--- config.mk ---
export PLATFORM = sky130hd
export DESIGN_NAME = pes_header_parser
export DESIGN_NICKNAME = d
export VERILOG_FILES = /design/src/rtl/peshp_pkg.sv /design/src/rtl/pes_header_parser.sv
export VERILOG_INCLUDE_DIRS = /design/src /design/src/rtl
export SDC_FILE = /design/constraint.sdc
export NUM_CORES = 1
export LEC_CHECK = 0
export BUFFER_PORTS_ARGS = -buffer_cell sky130_fd_sc_hd__buf_2
export CAP_MARGIN = 20
export CORE_UTILIZATION = 34
export DETAILED_ROUTE_END_ITERATION = 10
export PLACE_DENSITY_LB_ADDON = 0.3
export SETUP_SLACK_MARGIN = 0.15
export SYNTH_ARGS = -nofsm -noshare
export SYNTH_HDL_FRONTEND = slang
export SYNTH_SLANG_ARGS = --single-unit
--- constraint.sdc ---
create_clock -name clk -period 12.5 [get_ports clk]
set_input_delay 2.5 -clock clk [delete_from_list [all_inputs] [get_ports clk]]
set_output_delay 2.5 -clock clk [all_outputs]
set_load 0.05 [all_outputs]
--- src/rtl/pes_header_parser_assert.svh ---
// ----------------------------------------------------------------------------
// PES header parser assertion macros
// Concurrent checks clocked on clk and masked while rst_n is low.
// ----------------------------------------------------------------------------
`ifndef PES_HEADER_PARSER_ASSERT_SVH
`define PES_HEADER_PARSER_ASSERT_SVH

// Same-cycle implication: cons must hold whenever ante holds.
`define PESHP_ASSERT_NOW(lbl, ante, cons, msg) \
  lbl: assert property (@(posedge clk) disable iff (!rst_n) (ante) |-> (cons)) \
    else $error(msg);

// Next-cycle implication: cons must hold in the cycle after ante.
`define PESHP_ASSERT_NEXT(lbl, ante, cons, msg) \
  lbl: assert property (@(posedge clk) disable iff (!rst_n) (ante) |=> (cons)) \
    else $error(msg);

`endif

--- src/rtl/peshp_pkg.sv ---
// ----------------------------------------------------------------------------
// PES header parser package
// Field widths, byte positions, stream classes and timestamp helpers.
// ----------------------------------------------------------------------------
`default_nettype none

package peshp_pkg;

  localparam int unsigned IdxW     = 5;
  localparam int unsigned OutDataW = 152;

  // byte counts at which a header is complete; FLAG_BYTE indexes the length byte
  localparam logic [IdxW-1:0] FIXED_BYTES  = 5'd9;
  localparam logic [IdxW-1:0] PTS_END      = 5'd14;
  localparam logic [IdxW-1:0] DTS_END      = 5'd19;
  localparam logic [IdxW-1:0] FLAG_BYTE    = 5'd8;

  localparam logic [7:0] HDR_BITS_FIXED = 8'd72;
  localparam logic [7:0] HDR_BITS_PTS   = 8'd112;
  localparam logic [7:0] HDR_BITS_DTS   = 8'd152;

  localparam logic [1:0] TS_PTS_ONLY = 2'd2;
  localparam logic [1:0] TS_PTS_DTS  = 2'd3;

  localparam logic [1:0] CLASS_OTHER = 2'd0;
  localparam logic [1:0] CLASS_VIDEO = 2'd1;
  localparam logic [1:0] CLASS_AUDIO = 2'd2;

  localparam logic [7:0] AUDIO_LO  = 8'hc0;
  localparam logic [7:0] AUDIO_HI  = 8'hdf;
  localparam logic [7:0] AUDIO_EXT = 8'hfd;
  localparam logic [7:0] VIDEO_LO  = 8'he0;
  localparam logic [7:0] VIDEO_HI  = 8'hef;

  typedef struct packed {
    logic [3:0]  pad;
    logic [7:0]  header_bits;
    logic [1:0]  stream_class;
    logic [1:0]  marker_errors;
    logic [32:0] dts;
    logic [32:0] pts;
    logic [7:0]  header_data_length;
    logic [1:0]  timestamp_flags;
    logic [9:0]  header_flags;
    logic [1:0]  scrambling;
    logic [15:0] packet_length;
    logic [7:0]  stream_code;
    logic [23:0] start_code;
  } result_t;

  // gather the 33 value bits from a 40-bit timestamp field
  function automatic logic [32:0] ts_value(input logic [39:0] f);
    return {f[35:33], f[31:17], f[15:1]};
  endfunction

  // any of the three marker bits clear
  function automatic logic ts_bad(input logic [39:0] f);
    return ~(f[32] & f[16] & f[0]);
  endfunction

  function automatic logic [1:0] classify(input logic [7:0] id);
    logic [1:0] cls;
    if (id >= VIDEO_LO && id <= VIDEO_HI) begin
      cls = CLASS_VIDEO;
    end else if ((id >= AUDIO_LO && id <= AUDIO_HI) || id >= AUDIO_EXT) begin
      cls = CLASS_AUDIO;
    end else begin
      cls = CLASS_OTHER;
    end
    return cls;
  endfunction

endpackage

`default_nettype wire

--- src/rtl/pes_header_parser.sv ---
// ----------------------------------------------------------------------------
// PES header parser
// Byte-serial MPEG-2 PES header field extraction with PTS/DTS assembly.
// ----------------------------------------------------------------------------
// Usage:
//   in_*   : one header byte per word; in_tuser high marks byte 0 of a packet
//            and restarts the parser from scratch.
//   out_*  : at most one result word per packet, issued when the last byte
//            needed arrives: byte 8 (no timestamps), 13 (PTS) or 18 (PTS and DTS).
//            Further bytes are dropped until the next packet start.
// Throughput: one byte per cycle sustained while out_tready is high. Each byte
//   passes an input register and then a single parse step that updates the
//   header shift registers and, on the final byte, loads the result register.
// Output: the result word is formed from the final byte in the input register and registered.
// Reset: both pipeline stages empty; the parser waits for a packet start,
//   and bytes before the first start yield nothing.
// Stall: while out_tready is low the result holds; one more byte is taken
//   into the empty input register, after which in_tready drops until the
//   result word leaves.
// ----------------------------------------------------------------------------
`default_nettype none

`include "pes_header_parser_assert.svh"

module pes_header_parser
  import peshp_pkg::*;
(
  input  wire logic                clk,
  input  wire logic                rst_n,
  // in_tdata: data_byte[7:0]
  input  wire logic [7:0]          in_tdata,
  // in_tuser: packet_start[0]
  input  wire logic                in_tuser,
  input  wire logic                in_tvalid,
  output      logic                in_tready,
  // out_tdata from bit 0: start_code[23:0], stream_code[31:24],
  // packet_length[47:32], scrambling[49:48], header_flags[59:50],
  // timestamp_flags[61:60], header_data_length[69:62], pts[102:70],
  // dts[135:103], marker_errors[137:136], stream_class[139:138],
  // header_bits[147:140], zero fill[151:148]
  output      logic [OutDataW-1:0] out_tdata,
  output      logic                out_tvalid,
  input  wire logic                out_tready
);

  // pipeline control
  logic       s1_valid_r;
  logic [7:0] s1_byte_r;
  logic       s1_start_r;
  logic       out_valid_r;
  result_t    out_data_r;
  logic       advance;

  // parser state
  logic [IdxW-1:0] byte_index_r, byte_index_nxt;
  logic            parse_done_r, parse_done_nxt;
  logic [63:0]     fixed_r, fixed_nxt;
  logic [7:0]      hdr_len_r, hdr_len_nxt;
  logic [39:0]     ts1_r, ts1_nxt;
  logic [39:0]     ts2_r, ts2_nxt;

  logic [IdxW-1:0] idx_base;
  logic            done_base;
  logic [1:0]      tflags;
  logic [IdxW-1:0] need;
  logic [7:0]      hdr_bits;
  logic            emit;
  result_t         result;

  // the result register frees when empty or being taken
  assign advance   = ~out_valid_r | out_tready;
  assign in_tready = ~s1_valid_r | advance;

  always_comb begin
    // a packet start behaves as a reset followed by the first byte
    idx_base       = s1_start_r ? '0 : byte_index_r;
    done_base      = s1_start_r ? 1'b0 : parse_done_r;
    fixed_nxt      = s1_start_r ? '0 : fixed_r;
    hdr_len_nxt    = s1_start_r ? '0 : hdr_len_r;
    ts1_nxt        = s1_start_r ? '0 : ts1_r;
    ts2_nxt        = s1_start_r ? '0 : ts2_r;
    byte_index_nxt = idx_base;
    parse_done_nxt = done_base;

    if (!done_base) begin
      if (idx_base < FLAG_BYTE) begin
        fixed_nxt = {fixed_nxt[55:0], s1_byte_r};
      end else if (idx_base == FLAG_BYTE) begin
        hdr_len_nxt = s1_byte_r;
      end else if (idx_base < PTS_END) begin
        ts1_nxt = {ts1_nxt[31:0], s1_byte_r};
      end else begin
        ts2_nxt = {ts2_nxt[31:0], s1_byte_r};
      end
      byte_index_nxt = idx_base + 1'b1;
    end

    // flags are final by the time the count reaches the fixed length
    tflags = fixed_nxt[7:6];
    case (tflags)
      TS_PTS_ONLY: begin
        need     = PTS_END;
        hdr_bits = HDR_BITS_PTS;
      end
      TS_PTS_DTS: begin
        need     = DTS_END;
        hdr_bits = HDR_BITS_DTS;
      end
      default: begin
        need     = FIXED_BYTES;
        hdr_bits = HDR_BITS_FIXED;
      end
    endcase

    emit = ~done_base && (byte_index_nxt >= need);
    if (emit) begin
      parse_done_nxt = 1'b1;
    end

    result                    = '0;
    result.start_code         = fixed_nxt[63:40];
    result.stream_code        = fixed_nxt[39:32];
    result.packet_length      = fixed_nxt[31:16];
    result.scrambling         = fixed_nxt[13:12];
    result.header_flags       = {fixed_nxt[11:8], fixed_nxt[5:0]};
    result.timestamp_flags    = tflags;
    result.header_data_length = hdr_len_nxt;
    result.pts                = tflags[1] ? ts_value(ts1_nxt) : '0;
    result.dts                = (tflags == TS_PTS_DTS) ? ts_value(ts2_nxt) : '0;
    result.marker_errors[0]   = tflags[1] & ts_bad(ts1_nxt);
    result.marker_errors[1]   = (tflags == TS_PTS_DTS) & ts_bad(ts2_nxt);
    result.stream_class       = classify(fixed_nxt[39:32]);
    result.header_bits        = hdr_bits;
  end

  // control and parser state
  always_ff @(posedge clk) begin
    if (!rst_n) begin
      s1_valid_r   <= 1'b0;
      out_valid_r  <= 1'b0;
      byte_index_r <= '0;
      parse_done_r <= 1'b1;
      fixed_r      <= '0;
      hdr_len_r    <= '0;
      ts1_r        <= '0;
      ts2_r        <= '0;
    end else begin
      if (in_tready) begin
        s1_valid_r <= in_tvalid;
      end
      if (advance) begin
        out_valid_r <= s1_valid_r & emit;
        if (s1_valid_r) begin
          byte_index_r <= byte_index_nxt;
          parse_done_r <= parse_done_nxt;
          fixed_r      <= fixed_nxt;
          hdr_len_r    <= hdr_len_nxt;
          ts1_r        <= ts1_nxt;
          ts2_r        <= ts2_nxt;
        end
      end
    end
  end

  // payload registers
  always_ff @(posedge clk) begin
    if (in_tready && in_tvalid) begin
      s1_byte_r  <= in_tdata;
      s1_start_r <= in_tuser;
    end
    if (advance && s1_valid_r && emit) begin
      out_data_r <= result;
    end
  end

  assign out_tvalid = out_valid_r;
  assign out_tdata  = out_data_r;

  // a parse in progress never runs past the longest header
  `PESHP_ASSERT_NOW(a_index_range, !parse_done_r, byte_index_r < DTS_END,
    "byte index past end of header")
  // a held byte stays in the input stage while the result stalls
  `PESHP_ASSERT_NEXT(a_s1_hold, s1_valid_r && !advance, s1_valid_r,
    "input stage lost a byte during stall")
  // timestamps absent means zero values and no marker errors
  `PESHP_ASSERT_NOW(a_no_ts, out_valid_r && !out_data_r.timestamp_flags[1],
    out_data_r.pts == '0 && out_data_r.dts == '0 && out_data_r.marker_errors == '0,
    "timestamp data without timestamp flags")
  // header length agrees with the flags
  `PESHP_ASSERT_NOW(a_hdr_bits, out_valid_r,
    (out_data_r.timestamp_flags == TS_PTS_DTS && out_data_r.header_bits == HDR_BITS_DTS) ||
    (out_data_r.timestamp_flags == TS_PTS_ONLY && out_data_r.header_bits == HDR_BITS_PTS) ||
    (!out_data_r.timestamp_flags[1] && out_data_r.header_bits == HDR_BITS_FIXED),
    "header bit count inconsistent with flags")

endmodule

`default_nettype wire

==> results of run 1 <==
==> cell families after synthesis <==
logic type | count (synthesis) | share of synthesized area, %
other cells | 1 | 0.0307
mux | 106 | 9.11
fa+ha+maj | 7 | 0.717
flops | 306 | 62.7
buf+inv | 99 | 3.54
compound gates | 225 | 13.6
simple gates | 277 | 10.0
xor+xnor | 3 | 0.215
==> cells in the final DEF, fill, tap and decap left out, types with 10 or more instances in the layout <==
cell and n:
clkbuf_16 32, buf_2 159, a21oi_1 39, nor2b_1 11
buf_4 16, edfxtp_1 154, a22o_1 72, nor2_1 95
o21ai_0 25, dfxtp_1 152, o31ai_1 55, mux2i_1 88
mux2_2 10, nand2_1 72, nand3_1 69
==> sequential cells by signal (all words and copies together) (netlist names) <==
name / cells
out_tvalid: 1
s1_start_r: 1
s1_byte_r: 8
ts2_r: 36
hdr_len_r: 8
out_tdata: 145
byte_index_r: 5
s1_valid_r: 1
fixed_r: 64
ts1_r: 36
parse_done_r: 1
==> routing by layer <==
metal	vias to the layer above	routed length (um)	track usage [%]	part of all wire, %
li1	4001	-	-	-
met1	4017	13700	21.9	47
met2	228	13200	23.9	45
met3	45	1600	2.65	5.5
met4	0	598	4.70	2.1
met5	-	0	0	0
==> power by group through the flow <==
stage	Clock, uW	Combinational [uW]	Sequential [uW]
2_1_floorplan	0	57.1	1090
3_3_place_gp	0	80.5	1090
3_5_place_dp	0	81.2	1090
4_1_cts	952	81.3	1060
5_1_grt	988	87.0	1070
6_report	925	80.7	1060
==> through the flow <==
step | std cells | cell area [um^2] | hold WS [ns] | total power (uW)
finish | 1635 | 14400 | 0.468 | 2070
global route | 1634 | 14400 | 0.490 | 2140
CTS | 1633 | 14400 | 0.471 | 2100
detailed placement | 1576 | 13400 | 0.460 | 1170
global placement | 1576 | 13400 | 0.453 | 1170
floorplan | 1030 | 12200 | 0.442 | 1150
==> path summary, 6_finish.rpt <==
kind | start | endpoint | depth (start not counted) | slack, ns
hold / removal | fixed_r[61]$_SDFFE_PN0P_ | fixed_r[61]$_SDFFE_PN0P_ | 2 | 0.47
setup reg to reg | s1_start_r$_DFFE_PP_ | out_tdata[4]$_DFFE_PP_ | 12 | 6.81
setup / recovery | s1_start_r$_DFFE_PP_ | out_tdata[4]$_DFFE_PP_ | 12 | 6.81
hold reg to reg | fixed_r[61]$_SDFFE_PN0P_ | fixed_r[61]$_SDFFE_PN0P_ | 2 | 0.47
==> worst min-delay path, stage by stage (launching register included) <==
cell and delay, ns:
dfxtp_1 0.31, nand3_1 0.06, o31ai_1 0.05
==> area by class of cell <==
class | instances | area [um^2] | share of cell area, %
flip-flops and latches | 306 | 7670 | 53.2
clock inverters | 17 | 168 | 1.16
inverters | 9 | 33.8 | 0.234
well taps | 461 | 577 | 4.00
repair buffers | 176 | 931 | 6.46
diodes | 1 | 2.50 | 0.0174
multi-input cells | 625 | 4190 | 29.1
clock buffers | 40 | 841 | 5.84
==> Yosys cell counts, types with 2 or more instances <==
| master | count |
|---|---|
| a21boi_0 | 4 |
| a21boi_1 | 2 |
| a21oi_1 | 39 |
| a22o_1 | 72 |
| a31oi_1 | 2 |
| and2_1 | 2 |
| buf_1 | 4 |
| buf_2 | 18 |
| buf_4 | 8 |
| clkbuf_1 | 58 |
| dfxtp_1 | 152 |
| edfxtp_1 | 154 |
| ha_1 | 7 |
| inv_1 | 8 |
| mux2_2 | 10 |
| mux2_4 | 8 |
| mux2i_1 | 88 |
| nand2_1 | 74 |
| nand2b_1 | 3 |
| nand3_1 | 69 |
| nand4_1 | 4 |
| nand4b_1 | 2 |
| nor2_1 | 97 |
| nor2b_1 | 11 |
| nor3_1 | 6 |
| o21ai_0 | 25 |
| o21ba_1 | 8 |
| o21ba_2 | 6 |
| o21bai_1 | 2 |
| o31ai_1 | 55 |
| xor2_1 | 2 |
==> results.py, run 1 <==
metrics = {
    "route": {
        "avgRoutedWirePerCell_um": 17.8,
        "drc": 0,
        "via_per_inst": 5.07,
        "first_iter_violations": 717,
        "ant_nets": 0,
        "vias": 8291,
        "wl_um": 29100,
        "dr.pass1.iters": 5,
    },
    "logic_synthesis": {
        "yosysTopAreaCellShare_pct": 37.8,
        "ys_types": 55,
        "yosys_most_used_dff": "edfxtp_1",
        "synth_area_um2": 12200,
        "async_reset_ff_share_pct": 0,
        "synth_edf_count": 154,
        "syn_area_per_cell_um2": 11.9,
        "synth.area.top_cells": "edfxtp_1 38%, dfxtp_1 25%, mux2i_1 7.2%",
        "yosys.area.top_type": "edfxtp_1",
        "ys_seq_elements": 306,
        "synthCells": 1024,
        "ys_seq_area_share_pct": 62.7,
        "synth_warnings": 0,
    },
    "cts": {
        "post-cts-setup-buffers": 0,
        "cts-buffers-inserted": 31,
        "clock_latency_ns": 0.57,
        "post_cts_resized": 0,
        "cts_max_path_buffers": 3,
        "cts-htree-levels": 1,
        "cts_tree": "built",
        "cts_hold_buffers": 0,
        "cts.clk_slew.worst_paths_ns": 0.07,
        "cts.sinks": 306,
        "root_buffer": "clkbuf_16",
    },
    "die": {
        "die_area_um2": 36700,
        "core-area_um2": 35500,
        "io_pins": 167,
        "rows": 69,
        "die_y_um": 192,
        "die_w_um": 192,
        "initial_core_util_pct": 34.4,
    },
    "power_and_ir_drop": {
        "switching_share_pct": 22.1,
        "p_leak_uw": 0.00525,
        "internal-power_uw": 1610,
        "p_switching_uw": 458,
        "p_per_area_nw_per_um2": 144,
        "ir_worst_vdd_mv": 0.0929,
        "p_clk_share_pct": 44.7,
        "combPwrFrac_pct": 3.9,
        "p_seq_share_pct": 51.4,
    },
    "timing": {
        "worst_slack_ns": 6.81,
        "setup-tns-final_ns": 0,
        "drv_slew": 0,
        "setup-violations-final": 0,
        "finalCritPeriodShare_pct": 45.5,
        "fmax_mhz": 176,
        "finClkSkew_ns": 0.0210,
        "fin_crit_ns": 5.69,
        "rsz0062_at_grt": "false",
        "tightest_slew_ns": 1.06,
        "hold_violations": 0,
        "maxSlewHeadroom_pct": 29.5,
    },
    "worst_setup_path": {
        "cp-end-kind": "flip-flop",
        "crit_path_cell_trace": "buf_4 > clkinv_1 > nand2_1 > inv_1 > ha_1 > a32o_1 > ha_1 > nand2_1 > o21ai_0 > a31oi_1 > nor2_4 > buf_4",
        "worstSetupStartpointType": "flip-flop",
        "crit_slowest_cell": "edfxtp_1",
        "path_class": "flip-flop to flip-flop",
        "critical_path_required_ns": 12.68,
        "cp_data_arrival_time_ns": 5.88,
        "cp_top_family": "buffers and inverters",
        "cpPeakStageDelay_ns": 0.93,
        "worstPathMaxFanout": 109,
        "cp_num_buf_inv": 4,
    },
    "global_route": {
        "grt_max_degree": 110,
        "gr-usage-all-layers_pct": 15.4,
        "grt_remaining_overflow": 0,
        "grt_pass1_wl_um": 44500,
        "antenna_found_initial": 1,
        "grt_pass1_vias": 7892,
    },
    "place": {
        "port_buffers": 159,
        "dp_worst_setup_slack_ns": 6.75,
        "place_congestion": 0.753,
        "hpwl_um": 17700,
    },
    "final_layout": {
        "syn_to_final_growth_pct": 17.9,
        "drive_gt1_share_pct": 22.0,
        "fill_cells": 3405,
        "final_util_pct": 40.6,
        "nNetsFinal": 1169,
    },
    "outcome": {
        "status": "complete, no violations",
    },
    "min_path": {
        "hold_class": "flip-flop to flip-flop",
    },
    "job": {
        "maxCapViolations": 0,
    },
}
(Power assumes the default switching activity.)
==> run 2: changes to the inputs <==
==> constraint.sdc (replaced) <==
create_clock -name clk -period 4.8 [get_ports clk]
set_input_delay 0.96 -clock clk [delete_from_list [all_inputs] [get_ports clk]]
set_output_delay 0.96 -clock clk [all_outputs]
set_load 0.05 [all_outputs]
==> run 2 against run 1 <==
Fmax is 60% higher. Non-clock buffer count grew 2. Hold slack worse by 0.00069 ns. Critical path depth down 1. First-iteration DRC count decreased by 2.8%. Largest cell class unchanged. Power grew to 2.7 times the previous value. Flip-flop and latch count did not move. Clock-buffer cell count is 3 higher. Wire length barely moved. Setup slack worse by 5.6 ns. Core utilization rose by 0.42 points.
==> results.py, run 2 (synthesized netlist as in run 1, its figures left out) <==
metrics = {
    "die": {
        "die_w_um": 192,
        "die_y_um": 192,
        "io_pins": 167,
        "rows": 69,
        "initial_core_util_pct": 34.4,
        "core-area_um2": 35500,
        "die_area_um2": 36700,
    },
    "worst_setup_path": {
        "cp_data_arrival_time_ns": 3.69,
        "cpPeakStageDelay_ns": 0.65,
        "crit_path_cell_trace": "clkinv_1 > nand2_1 > inv_1 > ha_1 > a32o_1 > ha_1 > nand2_1 > o21ai_0 > a31oi_1 > nor2_4 > buf_4",
        "r2r_slack_ns": 1.24,
        "path_class": "flip-flop to flip-flop",
        "critical_path_required_ns": 4.93,
        "cp_top_family": "buffers and inverters",
        "cp-end-kind": "flip-flop",
        "crit_slowest_cell": "buf_4",
        "worstSetupStartpointType": "flip-flop",
        "worstPathMaxFanout": 61,
        "cp_num_buf_inv": 3,
    },
    "route": {
        "vias": 8309,
        "avgRoutedWirePerCell_um": 17.7,
        "drc": 0,
        "first_iter_violations": 697,
        "dr.pass1.iters": 5,
        "wl_um": 29100,
        "ant_nets": 0,
        "via_per_inst": 5.06,
    },
    "cts": {
        "post_cts_resized": 0,
        "cts_tree": "built",
        "cts_hold_buffers": 0,
        "cts.clk_slew.worst_paths_ns": 0.06,
        "root_buffer": "clkbuf_16",
        "cts_max_path_buffers": 3,
        "clock_latency_ns": 0.52,
        "cts-htree-levels": 2,
        "cts-buffers-inserted": 34,
        "post-cts-setup-buffers": 0,
        "cts.sinks": 306,
    },
    "timing": {
        "finalCritPeriodShare_pct": 74.2,
        "setup-violations-final": 0,
        "maxSlewHeadroom_pct": 31.8,
        "finClkSkew_ns": 0.0212,
        "drv_slew": 0,
        "setup-tns-final_ns": 0,
        "tightest_slew_ns": 1.02,
        "fin_crit_ns": 3.56,
        "fmax_mhz": 281,
        "hold_ws_ns": 0.468,
        "worst_slack_ns": 1.24,
        "hold_violations": 0,
        "rsz0062_at_grt": "false",
    },
    "final_layout": {
        "nNetsFinal": 1174,
        "syn_to_final_growth_pct": 19.1,
        "largest_reg_flops": 145,
        "stdcell_area_um2": 14600,
        "drive_gt1_share_pct": 22.8,
        "layout_common_cells": "159 x buf_2, 154 x edfxtp_1, 152 x dfxtp_1",
        "final_common_cell": "buf_2",
    },
    "min_path": {
        "hold_class": "flip-flop to flip-flop",
    },
    "job": {
        "maxCapViolations": 0,
    },
    "place": {
        "port_buffers": 159,
        "dp_worst_setup_slack_ns": 1.21,
        "hpwl_um": 18000,
        "place_congestion": 0.797,
        "placed_area_um2": 13400,
    },
    "global_route": {
        "gr-usage-all-layers_pct": 15.6,
        "grt_pass1_vias": 7784,
        "grt_max_degree": 108,
        "grt_remaining_overflow": 0,
        "grt_pass1_wl_um": 44700,
        "antenna_found_initial": 2,
    },
    "power_and_ir_drop": {
        "p_leak_uw": 0.00532,
        "p_per_area_nw_per_um2": 383,
        "ir_worst_vdd_mv": 0.249,
    },
    "outcome": {
        "status": "complete, no violations",
    },
}
run 2: changes by cell type in the layout (fill, tap and decap cells not counted), moves of 2 or more:
cell,delta
clkbuf_8,+3
clkinv_1,-2
clkbuf_16,+2
inv_6,+2
clkbuf_1,-2
run 2: final timing paths:
kind              cells past startpoint                startpoint                           end
setup / recovery                     11      s1_start_r$_DFFE_PP_  out_tdata[100]$_SDFFCE_PP0P_
hold / removal                        2  fixed_r[58]$_SDFFE_PN0P_      fixed_r[58]$_SDFFE_PN0P_
setup reg to reg                     11      s1_start_r$_DFFE_PP_  out_tdata[100]$_SDFFCE_PP0P_
hold reg to reg                       2  fixed_r[58]$_SDFFE_PN0P_      fixed_r[58]$_SDFFE_PN0P_
run 2: worst reg2reg max path: stages, from the launching register on:
cell and delay, ns:
edfxtp_1 0.35, clkinv_1 0.45, nand2_1 0.26, inv_1 0.07, ha_1 0.23, a32o_1 0.25, ha_1 0.30, nand2_1 0.05
o21ai_0 0.18, a31oi_1 0.19, nor2_4 0.16, buf_4 0.65
run 2: layout make-up:
cell class                      count  area, um^2
Fill cell                        3362       20900
Sequential cell                   306        7670
Multi-Input combinational cell    625        4190
Timing Repair Buffer              178         958
Clock buffer                       43         925
Tap cell                          461         577
Clock inverter                     19         201
Inverter                            9        33.8
Antenna cell                        2        5.00
run 2: per-stage QoR:
stage          instances  utilization (%)  total power [uW]
2_1_floorplan       1030                -              2980
5_1_grt             1641             41.0              5770
3_3_place_gp        1578             37.8              3040
4_1_cts             1640             41.0              5650
3_5_place_dp        1578             37.8              3040
6_report            1643             41.0              5580
run 2: per-layer routing:
metal	vias to the layer above	global-route usage (%)	part of all wire [%]
li1	4022	-	-
met1	4030	21.9	47
met2	217	24.0	45
met3	40	3.16	5.7
met4	0	4.79	2.1
met5	-	0	0
run 2: where the power goes:
part | internal [uW] | switching [uW] | total, uW
Combinational | 59.6 | 152 | 212
Clock | 1540 | 1050 | 2600
Sequential | 2750 | 22.7 | 2770
